===== config.mk =====
export PLATFORM = sky130hd
export DESIGN_NAME = state_space_trajectory_step_core_flat
export DESIGN_NICKNAME = d
export VERILOG_FILES = /design/src/design/sst_pkg.sv /design/src/design/sst_in_if.sv /design/src/design/sst_out_if.sv /design/src/design/sst_regs.sv /design/src/design/sst_seq.sv /design/src/design/sst_dp.sv /design/src/design/state_space_trajectory_step_core.sv /design/src/flat_wrapper.sv
export SDC_FILE = /design/constraint.sdc
export NUM_CORES = 2
export LEC_CHECK = 0
export BUFFER_PORTS_ARGS = -buffer_cell sky130_fd_sc_hd__buf_2
export CAP_MARGIN = 20
export CELL_PAD_IN_SITES_DETAIL_PLACEMENT = 0
export CELL_PAD_IN_SITES_GLOBAL_PLACEMENT = 1
export CORE_AREA = 2 2 361 363
export CTS_CLUSTER_SIZE = 20
export DETAILED_ROUTE_END_ITERATION = 12
export DIE_AREA = 0 0 363 365
export PLACE_DENSITY_LB_ADDON = 0.1
export SETUP_SLACK_MARGIN = 0.15
export SLEW_MARGIN = 20
export SYNTH_ARGS = -nofsm -noshare
export SYNTH_HDL_FRONTEND = slang
export SYNTH_HIERARCHICAL = 1
export SYNTH_SLANG_ARGS = --single-unit

===== constraint.sdc =====
create_clock -name clk -period 12.4 [get_ports clk]
set_clock_uncertainty 0.05 [all_clocks]
set_input_delay 0.62 -clock clk [delete_from_list [all_inputs] [get_ports clk]]
set_output_delay 0.62 -clock clk [all_outputs]
set_load 0.005 [all_outputs]

===== src/design/sst_pkg.sv =====
// Shared types, constants and the microcode store of the trajectory step core.
`timescale 1ns / 1ps
package sst_pkg;

  localparam int unsigned REG_W    = 64;
  localparam int unsigned ADDR_W   = 6;
  localparam int unsigned WORD_W   = 32;
  localparam int unsigned NOISE_W  = 16;
  localparam int unsigned COEF_W   = 16;
  localparam int unsigned PROD_W   = 48;
  localparam int unsigned ACC_W    = 50;
  localparam int unsigned FRAC_DROP = 13;
  localparam int unsigned UCODE_LEN = 24;
  localparam int unsigned STEP_W   = 5;

  // Register indexes, taken from paddr[5:3].
  localparam logic [2:0] REG_GAIN_FIRST   = 3'd0;
  localparam logic [2:0] REG_NOISE_FIRST  = 3'd1;
  localparam logic [2:0] REG_GAIN_STEADY  = 3'd2;
  localparam logic [2:0] REG_NOISE_STEADY = 3'd3;
  localparam logic [2:0] REG_OBSERVE      = 3'd4;
  localparam logic [2:0] REG_INIT_X       = 3'd5;
  localparam logic [2:0] REG_INIT_Y       = 3'd6;
  localparam logic [2:0] REG_START_ZERO   = 3'd7;

  typedef enum logic [3:0] {
    OP_PX, OP_VX, OP_PY, OP_VY, OP_NPX, OP_NPY, OP_NA, OP_NB, OP_NC, OP_ND
  } opnd_t;

  typedef enum logic [1:0] {MAT_GAIN, MAT_NOISE, MAT_OBS} mat_t;

  typedef enum logic [1:0] {ACC_HOLD, ACC_LOAD, ACC_ADD} acc_op_t;

  typedef enum logic [2:0] {
    WB_NONE, WB_NPX, WB_NVX, WB_NPY, WB_NVY, WB_O0, WB_O1
  } wb_t;

  typedef enum logic [1:0] {SEQ_NEXT, SEQ_WAIT_IN, SEQ_COMMIT, SEQ_RESTART} seq_op_t;

  typedef struct packed {
    opnd_t      opnd;
    mat_t       mat;
    logic [1:0] cidx;
    acc_op_t    acc;
    wb_t        wb;
    seq_op_t    seq;
  } ucode_t;

  typedef struct packed {
    ucode_t uc;
    logic   in_ready;
    logic   in_take;
    logic   commit;
  } ctl_t;

  typedef struct packed {
    logic [REG_W-1:0] gain_first;
    logic [REG_W-1:0] noise_first;
    logic [REG_W-1:0] gain_steady;
    logic [REG_W-1:0] noise_steady;
    logic [REG_W-1:0] observe_matrix;
    logic [REG_W-1:0] initial_x_pair;
    logic [REG_W-1:0] initial_y_pair;
    logic             first_pending;
    logic             load_x;
    logic             load_y;
  } cfg_view_t;

  function automatic ucode_t mk(opnd_t o, mat_t m, logic [1:0] c, acc_op_t a, wb_t w,
                                seq_op_t s);
    ucode_t u;
    u.opnd = o;
    u.mat  = m;
    u.cidx = c;
    u.acc  = a;
    u.wb   = w;
    u.seq  = s;
    return u;
  endfunction

  // One product is issued per step; the accumulator folds it in on the next step,
  // and a finished sum is rounded and written back on the step after its last product
  // has been folded in.
  function automatic ucode_t ucode_rom(logic [STEP_W-1:0] step);
    ucode_t u;
    case (step)
      5'd0:  u = mk(OP_PX,  MAT_GAIN,  2'd0, ACC_HOLD, WB_NONE, SEQ_WAIT_IN);
      5'd1:  u = mk(OP_PX,  MAT_GAIN,  2'd0, ACC_HOLD, WB_NONE, SEQ_NEXT);
      5'd2:  u = mk(OP_VX,  MAT_GAIN,  2'd2, ACC_LOAD, WB_NONE, SEQ_NEXT);
      5'd3:  u = mk(OP_NA,  MAT_NOISE, 2'd0, ACC_ADD,  WB_NONE, SEQ_NEXT);
      5'd4:  u = mk(OP_NB,  MAT_NOISE, 2'd2, ACC_ADD,  WB_NONE, SEQ_NEXT);
      5'd5:  u = mk(OP_PX,  MAT_GAIN,  2'd1, ACC_ADD,  WB_NONE, SEQ_NEXT);
      5'd6:  u = mk(OP_VX,  MAT_GAIN,  2'd3, ACC_LOAD, WB_NPX,  SEQ_NEXT);
      5'd7:  u = mk(OP_NA,  MAT_NOISE, 2'd1, ACC_ADD,  WB_NONE, SEQ_NEXT);
      5'd8:  u = mk(OP_NB,  MAT_NOISE, 2'd3, ACC_ADD,  WB_NONE, SEQ_NEXT);
      5'd9:  u = mk(OP_PY,  MAT_GAIN,  2'd0, ACC_ADD,  WB_NONE, SEQ_NEXT);
      5'd10: u = mk(OP_VY,  MAT_GAIN,  2'd2, ACC_LOAD, WB_NVX,  SEQ_NEXT);
      5'd11: u = mk(OP_NC,  MAT_NOISE, 2'd0, ACC_ADD,  WB_NONE, SEQ_NEXT);
      5'd12: u = mk(OP_ND,  MAT_NOISE, 2'd2, ACC_ADD,  WB_NONE, SEQ_NEXT);
      5'd13: u = mk(OP_PY,  MAT_GAIN,  2'd1, ACC_ADD,  WB_NONE, SEQ_NEXT);
      5'd14: u = mk(OP_VY,  MAT_GAIN,  2'd3, ACC_LOAD, WB_NPY,  SEQ_NEXT);
      5'd15: u = mk(OP_NC,  MAT_NOISE, 2'd1, ACC_ADD,  WB_NONE, SEQ_NEXT);
      5'd16: u = mk(OP_ND,  MAT_NOISE, 2'd3, ACC_ADD,  WB_NONE, SEQ_NEXT);
      5'd17: u = mk(OP_NPX, MAT_OBS,   2'd0, ACC_ADD,  WB_NONE, SEQ_NEXT);
      5'd18: u = mk(OP_NPY, MAT_OBS,   2'd1, ACC_LOAD, WB_NVY,  SEQ_NEXT);
      5'd19: u = mk(OP_NPX, MAT_OBS,   2'd2, ACC_ADD,  WB_NONE, SEQ_NEXT);
      5'd20: u = mk(OP_NPY, MAT_OBS,   2'd3, ACC_LOAD, WB_O0,   SEQ_NEXT);
      5'd21: u = mk(OP_PX,  MAT_GAIN,  2'd0, ACC_ADD,  WB_NONE, SEQ_NEXT);
      5'd22: u = mk(OP_PX,  MAT_GAIN,  2'd0, ACC_HOLD, WB_O1,   SEQ_NEXT);
      5'd23: u = mk(OP_PX,  MAT_GAIN,  2'd0, ACC_HOLD, WB_NONE, SEQ_COMMIT);
      default: u = mk(OP_PX, MAT_GAIN, 2'd0, ACC_HOLD, WB_NONE, SEQ_RESTART);
    endcase
    return u;
  endfunction

endpackage


===== src/design/sst_in_if.sv =====
// Input channel: four noise samples per transaction.
`timescale 1ns / 1ps
interface sst_in_if;
  logic               valid;
  logic               ready;
  logic signed [15:0] noise_a;
  logic signed [15:0] noise_b;
  logic signed [15:0] noise_c;
  logic signed [15:0] noise_d;

  modport source (output valid, output noise_a, output noise_b, output noise_c,
                  output noise_d, input ready);
  modport sink   (input valid, input noise_a, input noise_b, input noise_c,
                  input noise_d, output ready);
endinterface


===== src/design/sst_out_if.sv =====
// Result channel: observed coordinates and velocities per transaction.
`timescale 1ns / 1ps
interface sst_out_if;
  logic               valid;
  logic               ready;
  logic signed [31:0] observed_first;
  logic signed [31:0] observed_second;
  logic signed [31:0] velocity_x;
  logic signed [31:0] velocity_y;

  modport source (output valid, output observed_first, output observed_second,
                  output velocity_x, output velocity_y, input ready);
  modport sink   (input valid, input observed_first, input observed_second,
                  input velocity_x, input velocity_y, output ready);
endinterface


===== src/design/sst_regs.sv =====
// Configuration register file behind the APB-style port.
`timescale 1ns / 1ps
module sst_regs (
  input  logic                             clk,
  input  logic                             rst_n,
  input  logic                             psel,
  input  logic                             penable,
  input  logic                             pwrite,
  input  logic [sst_pkg::ADDR_W-1:0]       paddr,
  input  logic [sst_pkg::REG_W-1:0]        pwdata,
  output logic [sst_pkg::REG_W-1:0]        prdata,
  input  logic                             step_done,
  output sst_pkg::cfg_view_t               cfg
);

  logic [sst_pkg::REG_W-1:0] gain_first_r, noise_first_r, gain_steady_r, noise_steady_r;
  logic [sst_pkg::REG_W-1:0] observe_r, init_x_r, init_y_r;
  logic                      start_zero_r, first_pending_r, first_pending_nxt;
  logic                      wr;
  logic [2:0]                idx;

  assign wr  = psel && penable && pwrite;
  assign idx = paddr[5:3];

  always_comb begin
    first_pending_nxt = first_pending_r;
    if (step_done) begin
      first_pending_nxt = 1'b0;
    end
    if (wr) begin
      case (idx)
        sst_pkg::REG_INIT_X:     first_pending_nxt = start_zero_r;
        sst_pkg::REG_INIT_Y:     first_pending_nxt = start_zero_r;
        sst_pkg::REG_START_ZERO: first_pending_nxt = pwdata[0];
        default:                 first_pending_nxt = first_pending_nxt;
      endcase
    end
  end

  always_ff @(posedge clk) begin
    if (!rst_n) begin
      gain_first_r    <= '0;
      noise_first_r   <= '0;
      gain_steady_r   <= '0;
      noise_steady_r  <= '0;
      observe_r       <= '0;
      init_x_r        <= '0;
      init_y_r        <= '0;
      start_zero_r    <= 1'b1;
      first_pending_r <= 1'b1;
    end else begin
      first_pending_r <= first_pending_nxt;
      if (wr) begin
        case (idx)
          sst_pkg::REG_GAIN_FIRST:   gain_first_r   <= pwdata;
          sst_pkg::REG_NOISE_FIRST:  noise_first_r  <= pwdata;
          sst_pkg::REG_GAIN_STEADY:  gain_steady_r  <= pwdata;
          sst_pkg::REG_NOISE_STEADY: noise_steady_r <= pwdata;
          sst_pkg::REG_OBSERVE:      observe_r      <= pwdata;
          sst_pkg::REG_INIT_X:       init_x_r       <= pwdata;
          sst_pkg::REG_INIT_Y:       init_y_r       <= pwdata;
          sst_pkg::REG_START_ZERO:   start_zero_r   <= pwdata[0];
          default:                   start_zero_r   <= start_zero_r;
        endcase
      end
    end
  end

  always_comb begin
    case (idx)
      sst_pkg::REG_GAIN_FIRST:   prdata = gain_first_r;
      sst_pkg::REG_NOISE_FIRST:  prdata = noise_first_r;
      sst_pkg::REG_GAIN_STEADY:  prdata = gain_steady_r;
      sst_pkg::REG_NOISE_STEADY: prdata = noise_steady_r;
      sst_pkg::REG_OBSERVE:      prdata = observe_r;
      sst_pkg::REG_INIT_X:       prdata = init_x_r;
      sst_pkg::REG_INIT_Y:       prdata = init_y_r;
      sst_pkg::REG_START_ZERO:   prdata = {{(sst_pkg::REG_W-1){1'b0}}, start_zero_r};
      default:                   prdata = '0;
    endcase
  end

  // The state loads straight from the write data, in the same edge as the register.
  always_comb begin
    cfg.gain_first     = gain_first_r;
    cfg.noise_first    = noise_first_r;
    cfg.gain_steady    = gain_steady_r;
    cfg.noise_steady   = noise_steady_r;
    cfg.observe_matrix = observe_r;
    cfg.initial_x_pair = pwdata;
    cfg.initial_y_pair = pwdata;
    cfg.first_pending  = first_pending_r;
    cfg.load_x         = wr && (idx == sst_pkg::REG_INIT_X);
    cfg.load_y         = wr && (idx == sst_pkg::REG_INIT_Y);
  end

endmodule


===== src/design/sst_seq.sv =====
// Microcode sequencer: step counter, control store and jump conditions.
`timescale 1ns / 1ps
module sst_seq (
  input  logic          clk,
  input  logic          rst_n,
  input  logic          in_valid,
  input  logic          out_free,
  output sst_pkg::ctl_t ctl
);

  logic [sst_pkg::STEP_W-1:0] step_r, step_nxt;
  sst_pkg::ucode_t            uc;

  assign uc = sst_pkg::ucode_rom(step_r);

  always_comb begin
    ctl.uc       = uc;
    ctl.in_ready = (uc.seq == sst_pkg::SEQ_WAIT_IN);
    ctl.in_take  = ctl.in_ready && in_valid;
    ctl.commit   = (uc.seq == sst_pkg::SEQ_COMMIT) && out_free;
    case (uc.seq)
      sst_pkg::SEQ_NEXT:    step_nxt = step_r + 1'b1;
      sst_pkg::SEQ_WAIT_IN: step_nxt = in_valid ? step_r + 1'b1 : step_r;
      sst_pkg::SEQ_COMMIT:  step_nxt = out_free ? '0 : step_r;
      sst_pkg::SEQ_RESTART: step_nxt = '0;
      default:              step_nxt = '0;
    endcase
  end

  always_ff @(posedge clk) begin
    if (!rst_n) begin
      step_r <= '0;
    end else begin
      step_r <= step_nxt;
    end
  end

endmodule


===== src/design/sst_dp.sv =====
// Datapath: operand selection, shared multiply-accumulate, rounding and state.
`timescale 1ns / 1ps
module sst_dp (
  input  logic                clk,
  input  logic                rst_n,
  input  sst_pkg::cfg_view_t  cfg,
  input  sst_pkg::ctl_t       ctl,
  input  logic signed [15:0]  noise_a,
  input  logic signed [15:0]  noise_b,
  input  logic signed [15:0]  noise_c,
  input  logic signed [15:0]  noise_d,
  output logic signed [31:0]  observed_first,
  output logic signed [31:0]  observed_second,
  output logic signed [31:0]  velocity_x,
  output logic signed [31:0]  velocity_y
);

  localparam int unsigned W  = sst_pkg::WORD_W;
  localparam int unsigned AW = sst_pkg::ACC_W;
  localparam int unsigned QW = AW + 1 - sst_pkg::FRAC_DROP;

  logic signed [W-1:0]  pos_x_r, vel_x_r, pos_y_r, vel_y_r;
  logic signed [W-1:0]  npx_r, nvx_r, npy_r, nvy_r, o0_r, o1_r;
  logic signed [15:0]   na_r, nb_r, nc_r, nd_r;
  logic signed [sst_pkg::PROD_W-1:0] prod_r;
  logic signed [AW-1:0] acc_r;
  logic [sst_pkg::REG_W-1:0] mat_word;
  logic signed [sst_pkg::COEF_W-1:0] coef;
  logic signed [W-1:0]  opnd;
  logic signed [AW:0]   biased;
  logic signed [QW-1:0] quot;
  logic signed [W-1:0]  rnd;

  function automatic logic signed [31:0] noise_op(logic signed [15:0] n);
    // Noise is Q3.12 against Q16.16 state, so it enters sixteen times larger.
    return {{12{n[15]}}, n, 4'b0000};
  endfunction

  always_comb begin
    case (ctl.uc.mat)
      sst_pkg::MAT_GAIN:  mat_word = cfg.first_pending ? cfg.gain_first : cfg.gain_steady;
      sst_pkg::MAT_NOISE: mat_word = cfg.first_pending ? cfg.noise_first : cfg.noise_steady;
      sst_pkg::MAT_OBS:   mat_word = cfg.observe_matrix;
      default:            mat_word = '0;
    endcase
    coef = mat_word[{ctl.uc.cidx, 4'b0000} +: sst_pkg::COEF_W];

    case (ctl.uc.opnd)
      sst_pkg::OP_PX:  opnd = pos_x_r;
      sst_pkg::OP_VX:  opnd = vel_x_r;
      sst_pkg::OP_PY:  opnd = pos_y_r;
      sst_pkg::OP_VY:  opnd = vel_y_r;
      sst_pkg::OP_NPX: opnd = npx_r;
      sst_pkg::OP_NPY: opnd = npy_r;
      sst_pkg::OP_NA:  opnd = noise_op(na_r);
      sst_pkg::OP_NB:  opnd = noise_op(nb_r);
      sst_pkg::OP_NC:  opnd = noise_op(nc_r);
      sst_pkg::OP_ND:  opnd = noise_op(nd_r);
      default:         opnd = '0;
    endcase
  end

  // Round half up from 29 to 16 fraction bits, then clamp to the 32-bit range.
  always_comb begin
    biased = (AW + 1)'(acc_r) + (AW + 1)'(1 << (sst_pkg::FRAC_DROP - 1));
    quot   = biased[AW:sst_pkg::FRAC_DROP];
    if (quot[QW-1:W-1] == {(QW - W + 1){quot[QW-1]}}) begin
      rnd = quot[W-1:0];
    end else begin
      rnd = quot[QW-1] ? {1'b1, {(W-1){1'b0}}} : {1'b0, {(W-1){1'b1}}};
    end
  end

  always_ff @(posedge clk) begin
    prod_r <= sst_pkg::PROD_W'(coef) * sst_pkg::PROD_W'(opnd);
    case (ctl.uc.acc)
      sst_pkg::ACC_LOAD: acc_r <= AW'(prod_r);
      sst_pkg::ACC_ADD:  acc_r <= acc_r + AW'(prod_r);
      default:           acc_r <= acc_r;
    endcase
    case (ctl.uc.wb)
      sst_pkg::WB_NPX: npx_r <= rnd;
      sst_pkg::WB_NVX: nvx_r <= rnd;
      sst_pkg::WB_NPY: npy_r <= rnd;
      sst_pkg::WB_NVY: nvy_r <= rnd;
      sst_pkg::WB_O0:  o0_r  <= rnd;
      sst_pkg::WB_O1:  o1_r  <= rnd;
      default:         o1_r  <= o1_r;
    endcase
    if (ctl.in_take) begin
      na_r <= noise_a;
      nb_r <= noise_b;
      nc_r <= noise_c;
      nd_r <= noise_d;
    end
    if (ctl.commit) begin
      observed_first  <= o0_r;
      observed_second <= o1_r;
      velocity_x      <= nvx_r;
      velocity_y      <= nvy_r;
    end
  end

  always_ff @(posedge clk) begin
    if (!rst_n) begin
      pos_x_r <= '0;
      vel_x_r <= '0;
      pos_y_r <= '0;
      vel_y_r <= '0;
    end else begin
      if (cfg.load_x) begin
        pos_x_r <= cfg.initial_x_pair[31:0];
        vel_x_r <= cfg.initial_x_pair[63:32];
      end else if (ctl.commit) begin
        pos_x_r <= npx_r;
        vel_x_r <= nvx_r;
      end
      if (cfg.load_y) begin
        pos_y_r <= cfg.initial_y_pair[31:0];
        vel_y_r <= cfg.initial_y_pair[63:32];
      end else if (ctl.commit) begin
        pos_y_r <= npy_r;
        vel_y_r <= nvy_r;
      end
    end
  end

endmodule


===== src/design/state_space_trajectory_step_core.sv =====
// An accepted input transaction runs through the whole microcode program before its result appears on out_ch.
// Input is taken only in the idle step, so a new transaction waits until the last one has gone through the 20 products
// of the single shared multiply-accumulate and the commit step of the microcode program.
// A result waiting on out_ch stalls the commit step until it is taken.
// Reset (rst_n low, synchronous): configuration registers and state go to zero, start_at_zero to one.
`timescale 1ns / 1ps
module state_space_trajectory_step_core (
  input  logic                         clk,
  input  logic                         rst_n,
  sst_in_if.sink                       in_ch,
  sst_out_if.source                    out_ch,
  input  logic                         psel,
  input  logic                         penable,
  input  logic                         pwrite,
  input  logic [sst_pkg::ADDR_W-1:0]   paddr,
  input  logic [sst_pkg::REG_W-1:0]    pwdata,
  output logic [sst_pkg::REG_W-1:0]    prdata,
  output logic                         pready
);

  sst_pkg::cfg_view_t cfg;
  sst_pkg::ctl_t      ctl;
  logic               out_valid_r, out_valid_nxt;
  logic               out_free;

  assign pready      = 1'b1;
  assign out_free    = !out_valid_r || out_ch.ready;
  assign in_ch.ready = ctl.in_ready;
  assign out_ch.valid = out_valid_r;

  sst_regs u_regs (
    .clk       (clk),
    .rst_n     (rst_n),
    .psel      (psel),
    .penable   (penable),
    .pwrite    (pwrite),
    .paddr     (paddr),
    .pwdata    (pwdata),
    .prdata    (prdata),
    .step_done (ctl.commit),
    .cfg       (cfg)
  );

  sst_seq u_seq (
    .clk      (clk),
    .rst_n    (rst_n),
    .in_valid (in_ch.valid),
    .out_free (out_free),
    .ctl      (ctl)
  );

  sst_dp u_dp (
    .clk             (clk),
    .rst_n           (rst_n),
    .cfg             (cfg),
    .ctl             (ctl),
    .noise_a         (in_ch.noise_a),
    .noise_b         (in_ch.noise_b),
    .noise_c         (in_ch.noise_c),
    .noise_d         (in_ch.noise_d),
    .observed_first  (out_ch.observed_first),
    .observed_second (out_ch.observed_second),
    .velocity_x      (out_ch.velocity_x),
    .velocity_y      (out_ch.velocity_y)
  );

  always_comb begin
    out_valid_nxt = out_valid_r;
    if (out_ch.ready) begin
      out_valid_nxt = 1'b0;
    end
    if (ctl.commit) begin
      out_valid_nxt = 1'b1;
    end
  end

  always_ff @(posedge clk) begin
    if (!rst_n) begin
      out_valid_r <= 1'b0;
    end else begin
      out_valid_r <= out_valid_nxt;
    end
  end

`ifndef SYNTHESIS
  a_busy_after_accept: assert property (@(posedge clk) disable iff (!rst_n)
    in_ch.valid && in_ch.ready |=> !in_ch.ready)
    else $error("input accepted again while a transaction is in progress");

  a_result_from_commit: assert property (@(posedge clk) disable iff (!rst_n)
    $rose(out_valid_r) |-> $past(ctl.commit))
    else $error("result raised without a commit step");

  a_idle_after_commit: assert property (@(posedge clk) disable iff (!rst_n)
    ctl.commit |=> in_ch.ready)
    else $error("sequencer did not return to idle after commit");
`endif

endmodule

===== src/flat_wrapper.sv =====
// flat-port wrapper written by rule: the top's interface ports become plain ports
module state_space_trajectory_step_core_flat 
  (clk, rst_n, psel, penable, pwrite, paddr, pwdata, prdata, pready, in_ch_valid, in_ch_noise_a, in_ch_noise_b, in_ch_noise_c, in_ch_noise_d, in_ch_ready, out_ch_valid, out_ch_observed_first, out_ch_observed_second, out_ch_velocity_x, out_ch_velocity_y, out_ch_ready);
  sst_in_if in_ch_i ();
  sst_out_if out_ch_i ();
  input  logic clk;
  input  logic rst_n;
  input  logic psel;
  input  logic penable;
  input  logic pwrite;
  input  logic [sst_pkg::ADDR_W-1:0] paddr;
  input  logic [sst_pkg::REG_W-1:0] pwdata;
  output logic [sst_pkg::REG_W-1:0] prdata;
  output logic pready;
  input wire logic [$bits(in_ch_i.valid)-1:0] in_ch_valid;
  input wire logic [$bits(in_ch_i.noise_a)-1:0] in_ch_noise_a;
  input wire logic [$bits(in_ch_i.noise_b)-1:0] in_ch_noise_b;
  input wire logic [$bits(in_ch_i.noise_c)-1:0] in_ch_noise_c;
  input wire logic [$bits(in_ch_i.noise_d)-1:0] in_ch_noise_d;
  output wire logic [$bits(in_ch_i.ready)-1:0] in_ch_ready;
  output wire logic [$bits(out_ch_i.valid)-1:0] out_ch_valid;
  output wire logic [$bits(out_ch_i.observed_first)-1:0] out_ch_observed_first;
  output wire logic [$bits(out_ch_i.observed_second)-1:0] out_ch_observed_second;
  output wire logic [$bits(out_ch_i.velocity_x)-1:0] out_ch_velocity_x;
  output wire logic [$bits(out_ch_i.velocity_y)-1:0] out_ch_velocity_y;
  input wire logic [$bits(out_ch_i.ready)-1:0] out_ch_ready;
  assign in_ch_i.valid = in_ch_valid;
  assign in_ch_i.noise_a = in_ch_noise_a;
  assign in_ch_i.noise_b = in_ch_noise_b;
  assign in_ch_i.noise_c = in_ch_noise_c;
  assign in_ch_i.noise_d = in_ch_noise_d;
  assign in_ch_ready = in_ch_i.ready;
  assign out_ch_valid = out_ch_i.valid;
  assign out_ch_observed_first = out_ch_i.observed_first;
  assign out_ch_observed_second = out_ch_i.observed_second;
  assign out_ch_velocity_x = out_ch_i.velocity_x;
  assign out_ch_velocity_y = out_ch_i.velocity_y;
  assign out_ch_i.ready = out_ch_ready;
  state_space_trajectory_step_core u_core (.clk(clk), .rst_n(rst_n), .in_ch(in_ch_i), .out_ch(out_ch_i), .psel(psel), .penable(penable), .pwrite(pwrite), .paddr(paddr), .pwdata(pwdata), .prdata(prdata), .pready(pready));
endmodule

Word-level counts from Yosys, hierarchy flattened
Memories as Yosys holds them, arrays and structs flattened. A register that Yosys moved wholly into a read port is not among the register bits.
Index checks and enable logic that the tools add are counted.
Storage, ports and cells
  output and inout port bits: 195
  flip-flop bits (word level): 1066
  bits of input ports: 141
  bits in read-only memories: 480
  memories kept: 1
Operators by class
  shift operators: 1
  muxes and demuxes: 26
  multiply operators: 1
  add/sub/neg operators: 3
  reduce and logical (&&, ||, !) cells: 26
  equality and inequality tests: 32
Memory list
  (no name shown): depth 32, bits a word 15, read ports 1, clocked after memory_dff 1, wr ports 0, RTL line sst_pkg.sv:86  | case (step)
Operators by type and width (number)
  $pmux 64 s8: 1
  $mux 32: 10
  $pmux 32 s10: 1
  $pmux 64 s3: 1
  $mux 64: 2
  $pmux 50 s2: 1
  $shiftx 64x7->16: 1
  $add 50x14->51 const B: 1
  $add 50x48->50: 1
  $mul 16x32->48: 1
  $eq 3x3->1 const B: 7
  $mux 5: 4
  $pmux 5 s4: 1
  $reduce_and 2->1: 9
  $eq 4x3->1 const B: 4
  $eq 3x2->1 const B: 4
  $eq 2x2->1 const B: 4
  $eq 4x2->1 const B: 2
  $eq 4x4->1 const B: 2
  $reduce_bool 2->1: 4
  $eq 2x1->1 const B: 3
  $eq 3x1->1 const B: 2
  $eq 6x6->1: 1
  $logic_and 1x1->1: 6
  11 further kinds: 16

Depth between registers and ports, before layout
  depth after elaboration: 6
  gate-level depth with buffers: 35
  gate-level depth less buffers: 30

Hierarchy
The synthesis kept the hierarchy.
By module, submodules not included
  sst_dp: times used 1, area each 46706.0 um^2, cells each 4557
  sst_regs: times used 1, area each 21197.8 um^2, cells each 2164
  sst_seq: times used 1, area each 1227.4 um^2, cells each 140
  state_space_trajectory_step_core: times used 1, area each 60.1 um^2, cells each 6

Worst setup path after synthesis
No wires, ideal clock.
  kind: input to register
  from: in out_ch_ready
  to: reg u_core.u_dp.pos_x_r[11]
  stages on the path: 8
  required time: 12.235 ns
  path slack: 4.450 ns
  path buffers: 2
  setup time: 0.115 ns
  arrival time: 7.785 ns
  path through: nand2b_4 -> nand2_1 -> nor2_1 -> clkbuf_1 -> buf_1 -> mux2i_1 -> o21ai_0 -> and2_1
RTL lines
  start: declaration: RTL line flat_wrapper.sv:26  | input wire logic [$bits(out_ch_i.ready)-1:0] out_ch_ready;
  end signal: assignment: RTL line sst_dp.sv:112  | pos_x_r <= cfg.initial_x_pair[31:0];
  end signal: assignment: RTL line sst_dp.sv:115  | pos_x_r <= npx_r;
  end: declaration: RTL line sst_dp.sv:22  | logic signed [W-1:0] pos_x_r, vel_x_r, pos_y_r, vel_y_r;

Worst setup path after layout
  from: reg u_core.u_regs.first_pending_r
  to: reg u_core/u_dp/prod_r[37] in the netlist's numbering
Between the ends
  cells in the longest elaborated chain, start to end: 4
RTL lines
  start: declaration: RTL line sst_regs.sv:18  | logic start_zero_r, first_pending_r, first_pending_nxt;
  start signal: assignment: RTL line sst_regs.sv:52  | first_pending_r <= first_pending_nxt;
  $mux 64, on equally long branches: RTL line sst_dp.sv:42, sst_dp.sv:41
  $pmux 64 s3 (*): RTL line sst_dp.sv:40  | case (ctl.uc.mat)
  $shiftx 64x7->16 (*): RTL line sst_dp.sv:46  | coef = mat_word[{ctl.uc.cidx, 4'b0000} +: sst_pkg::COEF_W];
  $mul 16x32->48 (*): RTL line sst_dp.sv:75  | prod_r <= sst_pkg::PROD_W'(coef) * sst_pkg::PROD_W'(opnd);
  end signal: assignment: RTL line sst_dp.sv:75
  end: declaration: RTL line sst_dp.sv:25  | logic signed [sst_pkg::PROD_W-1:0] prod_r;
Every way passes the cells marked *; elsewhere a longest branch is shown, timed or not.
A chain may end at the register's enable or synchronous reset.

==> metrics.md <==
| Metric | Value |
|---|---|
| Layout Area Growth over Synthesis | 8.73% |
| CP endpoint kind | register |
| Final Worst Setup Slack | 2.78 ns |
| Endpoints failing hold | 0 |
| Area share of the largest cell type after synthesis | 0.188 |
| Largest area contributor in the netlist | edfxtp_1 |
| Period utilization | 0.776 |
| Die area | 132,000 µm² |
| Synthesized cell area | approximately 70,000 µm² |
| Setup WS pre-CTS | between 2 and 3 ns |
| Worst min-delay path category | in2reg |
| DR iter-0 viols | 5,179 |
| Clock-pin slew on the worst setup and hold paths | ~0.06 ns |
| Outcome | finished, final reports clean |
| CP bufs+invs | 7 |
| Nets@finish | about 7,700 |
| GPL Wtd Cong | 0.910 |
| Mean Syn Cell Area | 10.1 µm² |
| Num CTS Buffers | approximately 120 |
| Die X | 363 µm |
| Normalized max-slew margin | 0.140 |
| Flops & latches, synth | around 1,100 |
| Core area | 129,000 µm² |
| WP data required | roughly 13 ns |
| Total wire length | between 200,000 and 250,000 µm |
| CP Max Fanout | 40 |
| Peak supply drop | between 100 and 150 µV |
| H-tree depth | 3 |
| Layout filler cell count | 11,037 |
| Type of the worst setup path | reg2reg |
| DRC violation count after routing | 0 |
| Fin area | around 75,000 µm² |
| Slew Limit Fails | 0 |
| Fraction of registers with async set/reset | 0 |
| Root Buffer Master | clkbuf_16 |
| GRT Overall Usage | 0.333 |
| Overflow after GRT | 0 |
| CTS tree | built |
| Largest net degree at the start of global routing | ~170 |
| Crit-path max cell delay | 0.92 ns |
| Ratio of cells with drive above 1 in the final layout | 0.117 |
| Pre-antenna DRT Iters | 6 |
| Worst-Margin Slew | 1.28 ns |
| LEAKAGE | between 30 and 40 nW |
| Initial antenna violation count | 16 |
| DR WL/cell | 25.6 µm |
| Starting Density | 0.538 |
| Final ANT Viol Nets | 0 |
| Setup violators final | 0 |
| Die Span Y | 365 µm |
| Yosys warns | 6 |
| Worst path arrival time | about 10 ns |
| Final setup TNS | 0 ns |
| # IOs | around 340 |
| CP Launch Type | register |
| Vias after detailed routing | between 50,000 and 60,000 |
| Maxcap violations | 0 |
| Post-Syn Nets | between 7,000 and 8,000 |
| Critical path's most frequent cell | fa_1 |
| Max frequency | slightly above 0.1 GHz |
| Hold slack | around 0.13 ns |
| Commonest non-fill, non-tap cell in the layout | nand2_1 |
| Unique masters post-synth | around 120 |
| # rows | between 100 and 150 |
| RSZ-0062 raised after global routing | no |
| CTS Buffer Depth | 3 |
| EDFF count, synth | between 400 and 500 |
| Placed inst area | ~71,000 µm² |
| Commonest non-fill, non-tap cells in the layout | 946 x nand2_1, 822 x mux2i_1, 652 x inv_1 |
| Vias in the first global route | approximately 50,000 |
| Sink Count | between 1,000 and 1,500 |
| Syn Inst Count | 6,867 |
| Reg2reg setup slack | 2.78 ns |
| Post-DP HPWL | roughly 160,000 µm |
| First-pass GRT wire length | 328,000 µm |
| Sequential share of the synthesized area | 0.376 |
| Vias/cell | a little under 6 |
| Clk Latency, worst-skew pair | slightly below 0.8 ns |
| Synth area leaders | edfxtp_1 19%, dfxtp_1 19%, fa_1 14% |
| Worst path slowest cell | dfxtp_4 |
| Crit path time final | around 9.6 ns |
| # port buffers | ~330 |
| Power per Cell Area | 112 nW/µm² |
| Cell family with most CP delay | adder cells |
| Top_reg_cell synth | dfxtp_1 |
==> cells in the mapped netlist, types with 26 or more instances <==
library cell,count
a2bb2oi_1,26
buf_2,44
clkbuf_1,276
nor3_1,36
buf_4,142
nor2_1,455
o221a_2,27
ha_1,169
mux2_2,47
dfxtp_1,647
inv_1,653
o221ai_1,83
nand3_1,64
nor2b_1,28
and2_1,147
xor2_1,44
edfxtp_1,434
a21oi_1,158
mux2i_1,822
a21oi_2,33
xnor2_1,83
a21o_1,50
o22ai_1,37
fa_1,488
buf_6,46
a22oi_1,140
buf_1,39
o21ai_0,204
nand2_1,946
nand2b_1,62
==> kinds of logic after synthesis <==
family / count (synthesis) / share of synthesized area
AOI/OAI and AO/OA: 1009 / 0.104
xor gates and xnor gates: 127 / 0.0161
adders and majority gates: 657 / 0.172
buffers and inverters: 1217 / 0.0816
DFF: 1081 / 0.376
muxes: 871 / 0.127
other: 1 / 0.0000542
and+or+nand+nor: 1904 / 0.124
==> layout make-up <==
type                    instances  area [µm²]  area share
multi-input cells            4569       37700       0.501
flip-flops and latches       1081       26000       0.346
clock buffers                 166        3240      0.0431
repair buffers                503        3230      0.0430
inverters                     657        2470      0.0328
well taps                    1675        2100      0.0279
clock inverters                48         455     0.00605
diodes                         12        30.0    0.000399
==> worst paths after layout <==
check | start | end | cells after the start
max | u_core/u_regs/first_pending_r | u_core/u_dp/prod_r[37] | 31
min | out_ch_ready | u_core/out_ch.valid | 3
max reg2reg | u_core/u_regs/first_pending_r | u_core/u_dp/prod_r[37] | 31
min reg2reg | u_core/u_dp/o0_r[1] | u_core/u_dp/observed_first[1] | 0
==> metrics by stage <==
step            util  cells  power [W]
6_report       0.585   8711    0.00845
5_1_grt        0.585   8699    0.00871
4_1_cts        0.584   8697    0.00846
3_5_place_dp   0.551   8419    0.00508
3_3_place_gp   0.551   8419    0.00507
2_1_floorplan      -   6867    0.00463
==> state kept, by name (all words and copies together) (netlist names), 48 cells and up <==
| signal | count |
|---|---|
| u_core/u_regs/noise_first_r | 64 |
| u_core/u_regs/gain_steady_r | 64 |
| u_core/u_dp/prod_r | 48 |
| u_core/u_regs/observe_r | 64 |
| u_core/u_regs/init_y_r | 64 |
| u_core/u_regs/noise_steady_r | 64 |
| u_core/u_dp/acc_r | 50 |
| u_core/u_regs/init_x_r | 64 |
| u_core/u_regs/gain_first_r | 64 |
==> report_power, final <==
part	switching [W]	internal, W
Sequential	0.0000756	0.00383
Clock	0.00151	0.00188
Combinational	0.000818	0.000333
==> what timing repair did <==
item | CTS | global route
hold buffers | 64 | 0
gates resized for setup | 0 | 0
endpoints found under the setup margin | 0 | 0
buffers inserted | 0 | 0
hold endpoints to repair | 64 | 0
==> worst register-to-register path: cells and delay by family (launching register included) <==
kind                     cells  cell delay [ns]
AO/OA/AOI/OAI                8             2.20
adder cells (fa/ha/maj)      7             3.44
buffers and inverters        7             1.25
flip-flops                   1             0.92
multiplexers                 1             0.23
AND/OR/NAND/NOR              8             1.37
==> metal layers <==
layer  routed length, µm  up-vias  share of wire  GRT usage
met4                9610       14          0.043      0.139
met1               96300    25764           0.43      0.469
met5                  75        -        0.00034          0
li1                    -    23238              -          -
met3               21000      347          0.094     0.0818
met2               95700     2083           0.43      0.489
Note: power is estimated with default switching activity, not from simulation.
